<file path="config.mk">
export PLATFORM = sky130hd
export DESIGN_NAME = wav_header_chunk_parser_top
export DESIGN_NICKNAME = d
export VERILOG_FILES = /design/src/wavhp_pkg.sv /design/src/wavhp_parser.sv /design/src/wavhp_outq.sv /design/src/wav_header_chunk_parser_top.sv
export SDC_FILE = /design/constraint.sdc
export NUM_CORES = 1
export LEC_CHECK = 0
export ABC_CLOCK_PERIOD_IN_PS = 7000
export BUFFER_PORTS_ARGS = -buffer_cell sky130_fd_sc_hd__buf_2
export CAP_MARGIN = 40
export CORE_MARGIN = 2
export CORE_UTILIZATION = 62
export DETAILED_ROUTE_END_ITERATION = 7
export HOLD_SLACK_MARGIN = 0.12
export PLACE_DENSITY = 0.86
export SYNTH_ARGS = -nofsm -noshare
export SYNTH_HDL_FRONTEND = slang
export SYNTH_SLANG_ARGS = --single-unit
</file>
<file path="constraint.sdc">
create_clock -name clk_i -period 7 [get_ports clk_i]
set_clock_uncertainty 0.15 [all_clocks]
set_input_delay 0.7 -clock clk_i [delete_from_list [all_inputs] [get_ports clk_i]]
set_output_delay 0.7 -clock clk_i [all_outputs]
set_load 0.05 [all_outputs]
</file>
<file path="src/wavhp_pkg.sv">
package wavhp_pkg;

  localparam int unsigned MaxChannelsDefault = 8;

  localparam int unsigned QDepth = 4;
  localparam int unsigned QPtrW  = $clog2(QDepth);
  localparam int unsigned QCntW  = $clog2(QDepth + 1);

  localparam logic [3:0] PH_RIFF     = 4'd0;
  localparam logic [3:0] PH_SIZE     = 4'd1;
  localparam logic [3:0] PH_WAVE     = 4'd2;
  localparam logic [3:0] PH_ID       = 4'd3;
  localparam logic [3:0] PH_CS_FMT   = 4'd4;
  localparam logic [3:0] PH_CS_DATA  = 4'd5;
  localparam logic [3:0] PH_CS_SKIP  = 4'd6;
  localparam logic [3:0] PH_F_FMT    = 4'd7;
  localparam logic [3:0] PH_F_CH     = 4'd8;
  localparam logic [3:0] PH_F_RATE   = 4'd9;
  localparam logic [3:0] PH_F_BRATE  = 4'd10;
  localparam logic [3:0] PH_F_ALIGN  = 4'd11;
  localparam logic [3:0] PH_F_BITS   = 4'd12;
  localparam logic [3:0] PH_DATA     = 4'd13;
  localparam logic [3:0] PH_SKIP     = 4'd14;

  localparam logic [1:0] KIND_DATA    = 2'd0;
  localparam logic [1:0] KIND_SUMMARY = 2'd1;
  localparam logic [1:0] KIND_ERROR   = 2'd2;

  localparam logic [1:0] FMT_UNKNOWN = 2'd0;
  localparam logic [1:0] FMT_U8      = 2'd1;
  localparam logic [1:0] FMT_S16     = 2'd2;
  localparam logic [1:0] FMT_F32     = 2'd3;

  localparam logic [2:0] ERR_NONE      = 3'd0;
  localparam logic [2:0] ERR_NOT_RIFF  = 3'd1;
  localparam logic [2:0] ERR_NOT_WAVE  = 3'd2;
  localparam logic [2:0] ERR_BAD_FMT   = 3'd3;
  localparam logic [2:0] ERR_BAD_CHAN  = 3'd4;
  localparam logic [2:0] ERR_NO_DATA   = 3'd5;
  localparam logic [2:0] ERR_SHORT_FMT = 3'd6;

  localparam logic [31:0] TAG_RIFF = 32'h4646_4952;
  localparam logic [31:0] TAG_WAVE = 32'h4556_4157;
  localparam logic [31:0] TAG_FMT  = 32'h2074_6d66;
  localparam logic [31:0] TAG_DATA = 32'h6174_6164;

  localparam logic [15:0] AF_PCM        = 16'h0001;
  localparam logic [15:0] AF_FLOAT      = 16'h0003;
  localparam logic [15:0] AF_ALAW       = 16'h0006;
  localparam logic [15:0] AF_MULAW      = 16'h0007;
  localparam logic [15:0] AF_EXTENSIBLE = 16'hFFFE;

  typedef struct packed {
    logic [1:0]  kind;
    logic [7:0]  data_byte;
    logic [1:0]  fmt_code;
    logic [15:0] channel_count;
    logic [31:0] rate_hz;
    logic [2:0]  error_code;
    logic        width_warning;
    logic        last;
  } res_t;

  typedef struct packed {
    logic [1:0] n;
    res_t       first;
    res_t       second;
  } push_t;

  function automatic logic [31:0] padded(input logic [31:0] size);
    logic [31:0] r;
    if (size == 32'hFFFF_FFFF) begin
      r = size;
    end else begin
      r = size + {31'd0, size[0]};
    end
    return r;
  endfunction

endpackage

</file>
<file path="src/wavhp_parser.sv">
module wavhp_parser import wavhp_pkg::*; #(
  parameter int unsigned MaxChannels = MaxChannelsDefault
) (
  input  logic       clk_i,
  input  logic       rst_ni,
  input  logic       acc_i,
  input  logic [7:0] byte_i,
  input  logic       eof_i,
  output push_t      push_o
);

  logic [3:0]  phase_q, phase_d;
  logic [2:0]  bi_q, bi_d;
  logic [31:0] sw_q, sw_d;
  logic [31:0] cr_q, cr_d;
  logic        fmt_seen_q, fmt_seen_d;
  logic        data_seen_q, data_seen_d;
  logic [15:0] ftag_q, ftag_d;
  logic [15:0] chan_q, chan_d;
  logic [31:0] rate_q, rate_d;
  logic [1:0]  sfmt_q, sfmt_d;
  logic        warn_q, warn_d;
  logic        failed_q, failed_d;

  logic        c_valid, e_valid;
  logic [1:0]  c_kind, e_kind;
  logic [2:0]  c_err, e_err;
  logic [2:0]  bi_inc;
  logic        field_done;
  logic [31:0] pad;
  logic [15:0] bits;
  res_t        c_res, e_res;

  always_comb begin
    phase_d     = phase_q;
    bi_d        = bi_q;
    sw_d        = sw_q;
    cr_d        = cr_q;
    fmt_seen_d  = fmt_seen_q;
    data_seen_d = data_seen_q;
    ftag_d      = ftag_q;
    chan_d      = chan_q;
    rate_d      = rate_q;
    sfmt_d      = sfmt_q;
    warn_d      = warn_q;
    failed_d    = failed_q;
    c_valid     = 1'b0;
    c_kind      = KIND_DATA;
    c_err       = ERR_NONE;
    e_valid     = 1'b0;
    e_kind      = KIND_SUMMARY;
    e_err       = ERR_NONE;
    bi_inc      = bi_q + 3'd1;
    field_done  = 1'b0;
    pad         = padded({byte_i, sw_q[31:8]});
    bits        = {byte_i, sw_q[31:24]};

    if (acc_i && !failed_q) begin
      sw_d = {byte_i, sw_q[31:8]};
      case (phase_q)
        PH_DATA: begin
          c_valid = 1'b1;
          cr_d = cr_q - 32'd1;
          if (cr_d == 32'd0) begin
            if (bi_q[0]) begin
              cr_d    = 32'd1;
              phase_d = PH_SKIP;
            end else begin
              phase_d = PH_ID;
            end
            bi_d = 3'd0;
          end
        end
        PH_SKIP: begin
          if (cr_q != 32'd0) begin
            cr_d = cr_q - 32'd1;
          end
          if (cr_d == 32'd0) begin
            phase_d = PH_ID;
            bi_d    = 3'd0;
          end
        end
        PH_F_FMT, PH_F_CH, PH_F_RATE, PH_F_BRATE, PH_F_ALIGN, PH_F_BITS: begin
          cr_d = cr_q - 32'd1;
          if (phase_q == PH_F_RATE || phase_q == PH_F_BRATE) begin
            field_done = (bi_inc == 3'd4);
          end else begin
            field_done = (bi_inc == 3'd2);
          end
          if (!field_done) begin
            bi_d = bi_inc;
          end else begin
            bi_d = 3'd0;
            if (phase_q == PH_F_FMT) begin
              ftag_d = sw_d[31:16];
            end
            if (phase_q == PH_F_FMT && ftag_d != AF_PCM && ftag_d != AF_FLOAT &&
                ftag_d != AF_ALAW && ftag_d != AF_MULAW && ftag_d != AF_EXTENSIBLE) begin
              failed_d = 1'b1;
              c_valid  = 1'b1;
              c_kind   = KIND_ERROR;
              c_err    = ERR_BAD_FMT;
            end else begin
              if (phase_q == PH_F_CH) begin
                chan_d = sw_d[31:16];
              end
              if (phase_q == PH_F_RATE) begin
                rate_d = sw_d;
              end
              if (phase_q == PH_F_BITS) begin
                if (bits == 16'd8) begin
                  sfmt_d = FMT_U8;
                end else if (bits == 16'd16) begin
                  sfmt_d = FMT_S16;
                end else if (ftag_q == AF_FLOAT && bits == 16'd32) begin
                  sfmt_d = FMT_F32;
                end else begin
                  warn_d = 1'b1;
                end
                phase_d = (cr_d == 32'd0) ? PH_ID : PH_SKIP;
              end else begin
                phase_d = phase_q + 4'd1;
              end
            end
          end
        end
        default: begin
          if (bi_inc != 3'd4) begin
            bi_d = bi_inc;
          end else begin
            bi_d = 3'd0;
            case (phase_q)
              PH_RIFF: begin
                if (sw_d != TAG_RIFF) begin
                  failed_d = 1'b1;
                  c_valid  = 1'b1;
                  c_kind   = KIND_ERROR;
                  c_err    = ERR_NOT_RIFF;
                end else begin
                  phase_d = PH_SIZE;
                end
              end
              PH_SIZE: begin
                phase_d = PH_WAVE;
              end
              PH_WAVE: begin
                if (sw_d != TAG_WAVE) begin
                  failed_d = 1'b1;
                  c_valid  = 1'b1;
                  c_kind   = KIND_ERROR;
                  c_err    = ERR_NOT_WAVE;
                end else begin
                  phase_d = PH_ID;
                end
              end
              PH_ID: begin
                if (!fmt_seen_q && sw_d == TAG_FMT) begin
                  phase_d = PH_CS_FMT;
                end else if (!data_seen_q && sw_d == TAG_DATA) begin
                  phase_d = PH_CS_DATA;
                end else begin
                  phase_d = PH_CS_SKIP;
                end
              end
              PH_CS_FMT: begin
                fmt_seen_d = 1'b1;
                if (sw_d < 32'd16) begin
                  failed_d = 1'b1;
                  c_valid  = 1'b1;
                  c_kind   = KIND_ERROR;
                  c_err    = ERR_SHORT_FMT;
                end else begin
                  cr_d    = pad;
                  phase_d = PH_F_FMT;
                end
              end
              PH_CS_DATA: begin
                data_seen_d = 1'b1;
                cr_d        = sw_d;
                if (sw_d == 32'd0) begin
                  phase_d = PH_ID;
                  bi_d    = 3'd0;
                end else begin
                  phase_d = PH_DATA;
                  bi_d    = {2'd0, sw_d[0]};
                end
              end
              default: begin
                cr_d    = pad;
                phase_d = (pad == 32'd0) ? PH_ID : PH_SKIP;
              end
            endcase
          end
        end
      endcase
    end

    c_res = '{kind: c_kind, data_byte: (c_kind == KIND_DATA) ? byte_i : 8'd0,
              fmt_code: sfmt_d, channel_count: chan_d, rate_hz: rate_d,
              error_code: c_err, width_warning: warn_d, last: (c_kind != KIND_DATA)};

    if (acc_i && eof_i) begin
      if (!failed_d) begin
        e_valid = 1'b1;
        e_kind  = KIND_ERROR;
        if (phase_d == PH_RIFF) begin
          e_err = ERR_NOT_RIFF;
        end else if (phase_d == PH_SIZE || phase_d == PH_WAVE) begin
          e_err = ERR_NOT_WAVE;
        end else if (chan_d == 16'd0 || chan_d > 16'(MaxChannels)) begin
          e_err = ERR_BAD_CHAN;
        end else if (!data_seen_d) begin
          e_err = ERR_NO_DATA;
        end else begin
          e_kind = KIND_SUMMARY;
        end
      end
      phase_d     = PH_RIFF;
      bi_d        = 3'd0;
      sw_d        = 32'd0;
      cr_d        = 32'd0;
      fmt_seen_d  = 1'b0;
      data_seen_d = 1'b0;
      ftag_d      = 16'd0;
      chan_d      = 16'd0;
      rate_d      = 32'd0;
      sfmt_d      = FMT_UNKNOWN;
      warn_d      = 1'b0;
      failed_d    = 1'b0;
    end

    e_res = '{kind: e_kind, data_byte: 8'd0, fmt_code: c_res.fmt_code,
              channel_count: c_res.channel_count, rate_hz: c_res.rate_hz,
              error_code: e_err, width_warning: c_res.width_warning, last: 1'b1};

    push_o.n      = {1'b0, c_valid} + {1'b0, e_valid};
    push_o.first  = c_valid ? c_res : e_res;
    push_o.second = e_res;
  end

  always_ff @(posedge clk_i or negedge rst_ni) begin
    if (!rst_ni) begin
      phase_q     <= PH_RIFF;
      bi_q        <= 3'd0;
      sw_q        <= 32'd0;
      cr_q        <= 32'd0;
      fmt_seen_q  <= 1'b0;
      data_seen_q <= 1'b0;
      ftag_q      <= 16'd0;
      chan_q      <= 16'd0;
      rate_q      <= 32'd0;
      sfmt_q      <= FMT_UNKNOWN;
      warn_q      <= 1'b0;
      failed_q    <= 1'b0;
    end else begin
      phase_q     <= phase_d;
      bi_q        <= bi_d;
      sw_q        <= sw_d;
      cr_q        <= cr_d;
      fmt_seen_q  <= fmt_seen_d;
      data_seen_q <= data_seen_d;
      ftag_q      <= ftag_d;
      chan_q      <= chan_d;
      rate_q      <= rate_d;
      sfmt_q      <= sfmt_d;
      warn_q      <= warn_d;
      failed_q    <= failed_d;
    end
  end

  a_failed_silent: assert property (@(posedge clk_i) disable iff (!rst_ni)
    failed_q |-> push_o.n == 2'd0)
    else $error("result produced after an error stop");

  a_two_only_at_eof: assert property (@(posedge clk_i) disable iff (!rst_ni)
    push_o.n == 2'd2 |-> acc_i && eof_i)
    else $error("two results from a beat without end of file");

  a_data_nonempty: assert property (@(posedge clk_i) disable iff (!rst_ni)
    phase_q == PH_DATA |-> cr_q != 32'd0)
    else $error("data phase with no bytes left");

endmodule

</file>
<file path="src/wavhp_outq.sv">
module wavhp_outq import wavhp_pkg::*; (
  input  logic  clk_i,
  input  logic  rst_ni,
  input  push_t push_i,
  output logic  room_o,
  output logic  valid_o,
  input  logic  ready_i,
  output res_t  head_o
);

  res_t             ent_q [QDepth];
  logic [QPtrW-1:0] wr_q, wr_d, rd_q, rd_d, wr_nxt;
  logic [QCntW-1:0] cnt_q, cnt_d;
  logic             pop;

  assign valid_o = (cnt_q != '0);
  assign room_o  = (cnt_q <= QCntW'(QDepth - 2));
  assign head_o  = ent_q[rd_q];
  assign pop     = valid_o && ready_i;
  assign wr_nxt  = wr_q + QPtrW'(1);

  always_comb begin
    wr_d  = wr_q + QPtrW'(push_i.n);
    rd_d  = rd_q + QPtrW'(pop);
    cnt_d = cnt_q + QCntW'(push_i.n) - QCntW'(pop);
  end

  always_ff @(posedge clk_i) begin
    if (push_i.n != 2'd0) begin
      ent_q[wr_q] <= push_i.first;
    end
    if (push_i.n == 2'd2) begin
      ent_q[wr_nxt] <= push_i.second;
    end
  end

  always_ff @(posedge clk_i or negedge rst_ni) begin
    if (!rst_ni) begin
      wr_q  <= '0;
      rd_q  <= '0;
      cnt_q <= '0;
    end else begin
      wr_q  <= wr_d;
      rd_q  <= rd_d;
      cnt_q <= cnt_d;
    end
  end

  a_cnt_bound: assert property (@(posedge clk_i) disable iff (!rst_ni)
    cnt_q <= QCntW'(QDepth))
    else $error("queue count beyond depth");

  a_push_room: assert property (@(posedge clk_i) disable iff (!rst_ni)
    push_i.n != 2'd0 |-> cnt_q <= QCntW'(QDepth - 2))
    else $error("push without room");

  a_ptr_gap: assert property (@(posedge clk_i) disable iff (!rst_ni)
    cnt_q != QCntW'(QDepth) |-> QCntW'(QPtrW'(wr_q - rd_q)) == cnt_q)
    else $error("pointers disagree with count");

endmodule

</file>
<file path="src/wav_header_chunk_parser_top.sv">
// byte-serial wav header walker with data chunk pass-through
// input channel: one file byte per beat (byte_value_i, end_of_file_i on the last byte),
//   handshake in_valid_i / in_ready_o
// output channel: one result per beat (kind_o, data_byte_o, fmt_code_o,
//   channel_count_o, rate_hz_o, error_code_o, width_warning_o, last_o),
//   handshake out_valid_o / out_ready_i
// each accepted byte updates the parser state in the same cycle and pushes zero,
//   one or two results into a 4-entry output queue
// each result is registered in the output queue before it appears on the output
// throughput: one byte per cycle while in_ready_o is high; the end-of-file byte may produce two results
// in_ready_o drops while three or more results wait in the queue, so a stalled
//   receiver backs up into the input once three results are pending
// reset clears the parser to expect a new riff tag and empties the queue
// after an error stop, bytes are swallowed until the end-of-file byte re-arms
//   the parser
module wav_header_chunk_parser_top import wavhp_pkg::*; #(
  parameter int unsigned MaxChannels = MaxChannelsDefault
) (
  input  logic        clk_i,
  input  logic        rst_ni,
  input  logic        in_valid_i,
  output logic        in_ready_o,
  input  logic [7:0]  byte_value_i,
  input  logic        end_of_file_i,
  output logic        out_valid_o,
  input  logic        out_ready_i,
  output logic [1:0]  kind_o,
  output logic [7:0]  data_byte_o,
  output logic [1:0]  fmt_code_o,
  output logic [15:0] channel_count_o,
  output logic [31:0] rate_hz_o,
  output logic [2:0]  error_code_o,
  output logic        width_warning_o,
  output logic        last_o
);

  push_t push;
  res_t  head;
  logic  room;
  logic  acc;

  assign in_ready_o = room;
  assign acc        = in_valid_i && room;

  wavhp_parser #(
    .MaxChannels(MaxChannels)
  ) u_parser (
    .clk_i (clk_i),
    .rst_ni(rst_ni),
    .acc_i (acc),
    .byte_i(byte_value_i),
    .eof_i (end_of_file_i),
    .push_o(push)
  );

  wavhp_outq u_outq (
    .clk_i  (clk_i),
    .rst_ni (rst_ni),
    .push_i (push),
    .room_o (room),
    .valid_o(out_valid_o),
    .ready_i(out_ready_i),
    .head_o (head)
  );

  assign kind_o          = head.kind;
  assign data_byte_o     = head.data_byte;
  assign fmt_code_o      = head.fmt_code;
  assign channel_count_o = head.channel_count;
  assign rate_hz_o       = head.rate_hz;
  assign error_code_o    = head.error_code;
  assign width_warning_o = head.width_warning;
  assign last_o          = head.last;

endmodule
</file>
==> flow_summary.json, run 1 <==
{
  "run_status": "complete, no violations",
  "post_cts_buffers": 0,
  "hold_path.startpoint": "u_outq.ent_q[1][0]$_SDFFE_PP1P_",
  "hold_path_class": "register to register",
  "crit_arrival_ns": 5.95,
  "post-place-cells": 2345,
  "layout.nets": 1979,
  "ir_drop_v": 0.000274,
  "yosysTopAreaCell": "edfxtp_1",
  "finish.utilization_pct": 70.1,
  "avgRoutedWirePerCell_um": 27.2,
  "seq_area_frac_synth_pct": 53.2,
  "final_antenna_net_count": 0,
  "routed_wirelength_mm": 65.8,
  "synth_top_family_by_area": "simple AND/OR/NAND/NOR gates",
  "clk_path_buf_depth": 3,
  "hold-worst-slack_ns": 0.307,
  "grt_max_degree": 85,
  "coreArea_mm2": 0.0326,
  "numCtsBuffers": 40,
  "drt_iter0_markers": 2856,
  "cts_resized": 0,
  "rsz0062_at_grt": "false",
  "firstDrtPassIters": 8,
  "n_fill_cell": 2224,
  "cp_cell_sequence": "or4b_2, nor3_1, nand3_1, a41oi_1, nor2b_1, nor2_1, a21oi_1, nand2_1, inv_1, ha_1, nor2_1, a21oi_1, nand2b_2, inv_2, buf_4",
  "finalSetupViolCount": 0,
  "async_flop_share_pct": 35.0,
  "area_growth_pct": 11.1,
  "synth_seq_cells": 400,
  "fin_crit_sh_pct": 84.1,
  "period_needed_ns": 5.89,
  "gp_congestion": 1.01,
  "fp.dieW_um": 186,
  "htreeDepth": 2,
  "fmax_mhz": 170,
  "hold_buffers": 1,
  "r2r_end": "u_outq.ent_q[1][48]$_DFFE_PP_",
  "r2r-start": "u_parser.sw_q[26]$_DFFE_PN0N_",
  "final_common_cell": "nor2_1",
  "crit_required_ns": 7.06,
  "muxShareOfSynthArea_pct": 10.1,
  "ios": 80,
  "tns_ns": 0,
  "cpPeakStageDelay_ns": 0.77,
  "rows": 66,
  "synth_top_area_share_pct": 32.7,
  "critPathLaunch": "u_parser.sw_q[26]$_DFFE_PN0N_",
  "yosysUniqueCellTypes": 86,
  "synth_nets": 1958,
  "clk_pin_slew_worst_paths_ns": 0.06,
  "final_cells": 2422,
  "grt_pass1_vias": 16900,
  "synth_ff_type": "edfxtp_1",
  "powerDensity_mw_per_mm2": 455,
  "grt_pass1_wl_mm": 99.9,
  "r2r_setup_slack_ns": 1.11,
  "synth.area.top_cells": "edfxtp_1, dfrtp_1, mux4_2",
  "cp.depth": 15,
  "fp.dieH_um": 186,
  "worst_pin_slew_ns": 0.894,
  "synth_xor_area_share_pct": 2.17,
  "num_vias": 17100,
  "regArea_mm2": 0.0110,
  "clkLatencyLatePin_ns": 0.56,
  "synth_compound_area_share_pct": 11.3,
  "clockRootBuffer": "clkbuf_16",
  "cp-endpoint": "u_outq.ent_q[1][48]$_DFFE_PP_",
  "port_buffers": 79,
  "grt_antenna_before_repair": 0,
  "maxSlewHeadroom_pct": 40.2,
  "synth_cells": 1926,
  "syn_area_mm2": 0.0206,
  "start_util_pct": 63.1,
  "r2r_cells": 15,
  "startpoint_type": "register",
  "final_cell_mix": "nor2_1, edfxtp_1, dfrtp_1, nand2_1, buf_2",
  "synth_fa_ha_area_share_pct": 1.19,
  "crit_path_end_kind": "register",
  "drc": 0,
  "post_drt_via_cell_ratio": 7.07,
  "cp.buffers_inverters": 3,
  "drive_above_1_share_pct": 15.6,
  "synth-edff-count": 224,
  "cap_violations": 0,
  "crit_type": "register to register",
  "cp_max_fo": 34,
  "leakagePower_nw": 8.81,
  "grtUsageTotal_pct": 38.3,
  "globalRouteOverflowTotal": 0,
  "placed_cell_area_mm2": 0.0214,
  "fin_area_mm2": 0.0229,
  "hold_viol_final": 0,
  "ys_warn_count": 0,
  "dieArea_mm2": 0.0347,
  "multiInputGateArea_mm2": 0.00893,
  "synth.avg_cell_area_um2": 10.7,
  "synthSimpleGateAreaFrac_pct": 18.5,
  "final_max_slew_viol_count": 0,
  "slowest_stage": "dfrtp_1",
  "crit_family": "simple AND/OR/NAND/NOR gates",
  "cts_tree": "built",
  "cts_sinks": 400,
  "dp_hpwl_mm": 40.8
}
cell usage after synthesis (all sizes together) (18+ instances only):
cell type  instances
nor2             373
edfxtp           224
dfrtp            140
nand2            135
clkbuf           121
a21oi             77
mux4              65
o21ai             63
mux2i             60
a22o              58
nor4              47
nand3             41
nand4             40
nor3              37
dfxtp             36
inv               36
buf               33
xnor2             30
xor2              21
o22ai             19
or3               19
and3              18
ha                18
cells by family (layout without fill, tap and decap cells):
group | Yosys count | in the layout
fa+ha+maj | 19 | 19
simple gates | 805 | 805
flops | 400 | 400
xor+xnor | 51 | 51
mux | 126 | 126
compound gates | 335 | 335
buf+inv | 190 | 243
other cells | 0 | 1
worst reg2reg max path: cells and delay by family (launching register included):
kind | cells | cell delay [ns]
AOI/OAI and AO/OA | 3 | 0.96
adders and majority gates | 1 | 0.27
and+or+nand+nor | 8 | 2.08
DFF | 1 | 0.77
buffers and inverters | 3 | 1.30
final cells by class:
| cell class | count | area share (%) |
|---|---|---|
| clock buffers | 60 | 5.19 |
| flip-flops and latches | 400 | 47.9 |
| multi-input cells | 1336 | 39.1 |
| diodes | 1 | 0.0109 |
| clock inverters | 14 | 0.952 |
| inverters | 36 | 0.591 |
| well taps | 442 | 2.42 |
| repair buffers | 133 | 3.85 |
report_power, final:
| part | switching (mW) | total [mW] | internal, mW |
|---|---|---|---|
| logic | 3.15 | 4.57 | 1.42 |
| registers | 0.574 | 3.55 | 2.97 |
| clock network | 0.956 | 2.29 | 1.33 |
state kept, by name (all words and copies together) (netlist names), 2 cells and up:
| signal | count |
|---|---|
| u_parser.ftag_q | 16 |
| u_outq.wr_q | 2 |
| u_parser.rate_q | 32 |
| u_parser.sw_q | 24 |
| u_parser.phase_q | 4 |
| u_parser.cr_q | 32 |
| u_outq.cnt_q | 3 |
| u_outq.rd_q | 2 |
| u_parser.chan_q | 16 |
| u_parser.sfmt_q | 2 |
| u_outq.ent_q | 260 |
| u_parser.bi_q | 3 |
worst min-delay path by stage:
| stage | cells past startpoint | to |
|---|---|---|
| 2_1_floorplan | 0 | u_outq.cnt_q[0]$_DFF_PN0_ |
| 3_3_place_gp | 2 | u_outq.ent_q[1][0]$_SDFFE_PP1P_ |
| 3_5_place_dp | 2 | u_outq.ent_q[2][0]$_SDFFE_PP1P_ |
| 4_1_cts | 2 | u_outq.ent_q[1][0]$_SDFFE_PP1P_ |
| 5_1_grt | 2 | u_outq.ent_q[1][0]$_SDFFE_PP1P_ |
| 6_report | 2 | u_outq.ent_q[1][0]$_SDFFE_PP1P_ |
per-stage QoR:
step / setup slack [ns] / power [mW]
3_3_place_gp: 1.34 / 7.89
3_5_place_dp: 1.19 / 7.99
6_report: 1.11 / 10.4
2_1_floorplan: 1.28 / 6.64
4_1_cts: 1.26 / 10.3
5_1_grt: 0.824 / 10.8
per-layer routing:
layer / wire length (µm) / vias to the layer above / part of all wire (%) / GRT usage [%]
li1: - / 7193 / - / -
met1: 24200 / 8367 / 37 / 50.7
met2: 30900 / 1299 / 47 / 60.5
met3: 7230 / 276 / 11 / 8.53
met4: 3400 / 0 / 5.2 / 18.5
met5: 0 / - / 0 / 0
Power figures use the tool's default switching activity.
==> run 2, diff against run 1 <==
--- a/config.mk
+++ b/config.mk
@@ -5,7 +5,7 @@
 export SDC_FILE = /design/constraint.sdc
 export NUM_CORES = 1
 export LEC_CHECK = 0
-export ABC_CLOCK_PERIOD_IN_PS = 7000
+export ABC_CLOCK_PERIOD_IN_PS = 5700
 export BUFFER_PORTS_ARGS = -buffer_cell sky130_fd_sc_hd__buf_2
 export CAP_MARGIN = 40
 export CORE_MARGIN = 2
==> constraint.sdc (replaced) <==
create_clock -name clk_i -period 5.7 [get_ports clk_i]
set_clock_uncertainty 0.15 [all_clocks]
set_input_delay 0.57 -clock clk_i [delete_from_list [all_inputs] [get_ports clk_i]]
set_output_delay 0.57 -clock clk_i [all_outputs]
set_load 0.05 [all_outputs]
==> run 2 against run 1 <==
First-iteration DRC count shrank 9.2%. Clock power grew 20%. Sequential power grew 24%. Cell count is 1.2% higher. Critical path type unchanged. Largest power group unchanged.
==> flow_summary.json, run 2 (synthesis gave the netlist of run 1 again) <==
{
  "drc": 0,
  "clockRootBuffer": "clkbuf_16",
  "avgRoutedWirePerCell_um": 27.6,
  "total_power_mw": 13.0,
  "ir_drop_v": 0.000395,
  "cts_sinks": 400,
  "tns_ns": 0,
  "grt_use_met1_pct": 50.7,
  "grt_max_degree": 71,
  "startpoint_type": "register",
  "hold_path_class": "input pin to register",
  "post_drt_via_cell_ratio": 7.16,
  "clkLatencyLatePin_ns": 0.57,
  "cp_cell_sequence": "inv_1, ha_1, inv_1, nor3_2, nand2_1, a2111oi_0, nor2b_1, or3_1, inv_1, ha_1, nor2_1, a21oi_1, nand2_2, inv_2, buf_12",
  "grt_antenna_before_repair": 6,
  "hold_path.startpoint": "out_ready_i",
  "cpPeakStageDelay_ns": 0.78,
  "crit_type": "register to register",
  "met3_usage_pct": 11.0,
  "use_met2_pct": 61.9,
  "numCtsBuffers": 40,
  "globalRouteOverflowTotal": 0,
  "cap_violations": 0,
  "firstDrtPassIters": 7,
  "start_util_pct": 63.1,
  "worst_pin_slew_ns": 0.844,
  "finish.utilization_pct": 71.0,
  "final_antenna_net_count": 0,
  "dp_hpwl_mm": 41.9,
  "finalSetupViolCount": 0,
  "final_cells": 2450,
  "layout.nets": 2006,
  "grt_busiest_layer": "met2",
  "run_status": "complete, no violations",
  "crit_path_end_kind": "register",
  "drt_iter0_markers": 2592,
  "regMostFlops": "u_outq.ent_q",
  "coreArea_mm2": 0.0326,
  "leakagePower_nw": 8.96,
  "maxSlewHeadroom_pct": 42.2,
  "fin_crit_sh_pct": 95.3,
  "gp_congestion": 1.02,
  "area_growth_pct": 12.5,
  "rsz0062_at_grt": "false",
  "ios": 80,
  "final_common_cell": "nor2_1",
  "post-place-cells": 2373,
  "num_vias": 17500,
  "clk_pin_slew_worst_paths_ns": 0.07,
  "r2r-start": "u_parser.phase_q[0]$_DFF_PN0_",
  "grtUsageTotal_pct": 39.7,
  "cpMostUsedCell": "inv_1",
  "crit_arrival_ns": 5.52,
  "cp_max_fo": 31,
  "clk_path_buf_depth": 3,
  "reg_top3": "u_outq.ent_q: 260 flops, u_parser.cr_q: 32 flops, u_parser.rate_q: 32 flops",
  "cts_tree": "built",
  "fmax_mhz": 184,
  "drive_above_1_share_pct": 16.8,
  "largest_register_ffs": 260,
  "fp.dieW_um": 186,
  "powerDensity_mw_per_mm2": 559,
  "period_needed_ns": 5.43,
  "fp.dieH_um": 186,
  "rows": 66,
  "hold_viol_final": 0,
  "routed_wirelength_mm": 67.7,
  "slowest_stage": "a2111oi_0",
  "final_cell_mix": "nor2_1, edfxtp_1, dfrtp_1, nand2_1, buf_2",
  "grt_pass1_vias": 16900,
  "placed_cell_area_mm2": 0.0218,
  "fin_area_mm2": 0.0232,
  "crit_required_ns": 5.78,
  "dieArea_mm2": 0.0347,
  "htreeDepth": 2,
  "critPathLaunch": "u_parser.phase_q[0]$_DFF_PN0_",
  "grt_pass1_wl_mm": 102,
  "final_max_slew_viol_count": 0,
  "port_buffers": 79
}
run 2: final cells by class:
type                            instances  area (µm²)
Fill cell                            2129        9460
Multi-Input combinational cell       1336        8940
Inverter                               36         135
Antenna cell                            3        7.51
Tap cell                              442         553
Clock inverter                         18         198
Timing Repair Buffer                  160        1200
Sequential cell                       400       11000
Clock buffer                           55        1170
run 2: timing repair:
action,in CTS,in global routing
hold buffers,1,0
resized for setup,0,3
setup buffers,0,0
hold endpoints to repair,69,0
setup endpoints to repair,0,206
run 2: worst max-delay path, delay by kind of cell (launching register included):
| family | cells | cell delay (ns) |
|---|---|---|
| adders and majority gates | 2 | 0.65 |
| DFF | 1 | 0.52 |
| buffers and inverters | 5 | 0.98 |
| AOI/OAI and AO/OA | 2 | 1.30 |
| and+or+nand+nor | 6 | 1.51 |
run 2: layer usage:
metal / up-vias / part of all wire (%)
li1: 7252 / -
met1: 8503 / 35
met2: 1424 / 46
met3: 345 / 12
met4: 8 / 6.4
met5: - / 0.071
run 2: stage by stage:
stage / setup slack [ns] / hold WS, ns
after global placement: 0.555 / 0.280
after CTS: 0.350 / 0.251
after floorplan: 0.0193 / 0.124
after global routing: 0.0139 / 0.273
final: 0.266 / 0.258
after detailed placement: 0.398 / 0.295
run 2: worst paths after layout:
path                                                    to  slack (ns)  depth (start not counted)
max in group asynchronous    u_parser.sw_q[10]$_DFFE_PN0N_        3.90                          4
min in group asynchronous     u_parser.cr_q[7]$_DFFE_PN0P_        0.46                          2
hold / removal                    u_outq.rd_q[0]$_DFF_PN0_        0.26                          3
setup reg to reg             u_outq.ent_q[3][49]$_DFFE_PP_        0.27                         15
setup / recovery             u_outq.ent_q[3][49]$_DFFE_PP_        0.27                         15
hold reg to reg            u_outq.ent_q[0][0]$_SDFFE_PP1P_        0.31                          2
run 2: power by group:
part,leakage [nW],switching [mW],internal (mW)
combinational,4.01,3.90,1.89
clock,0.671,1.20,1.55
sequential,4.27,0.764,3.65
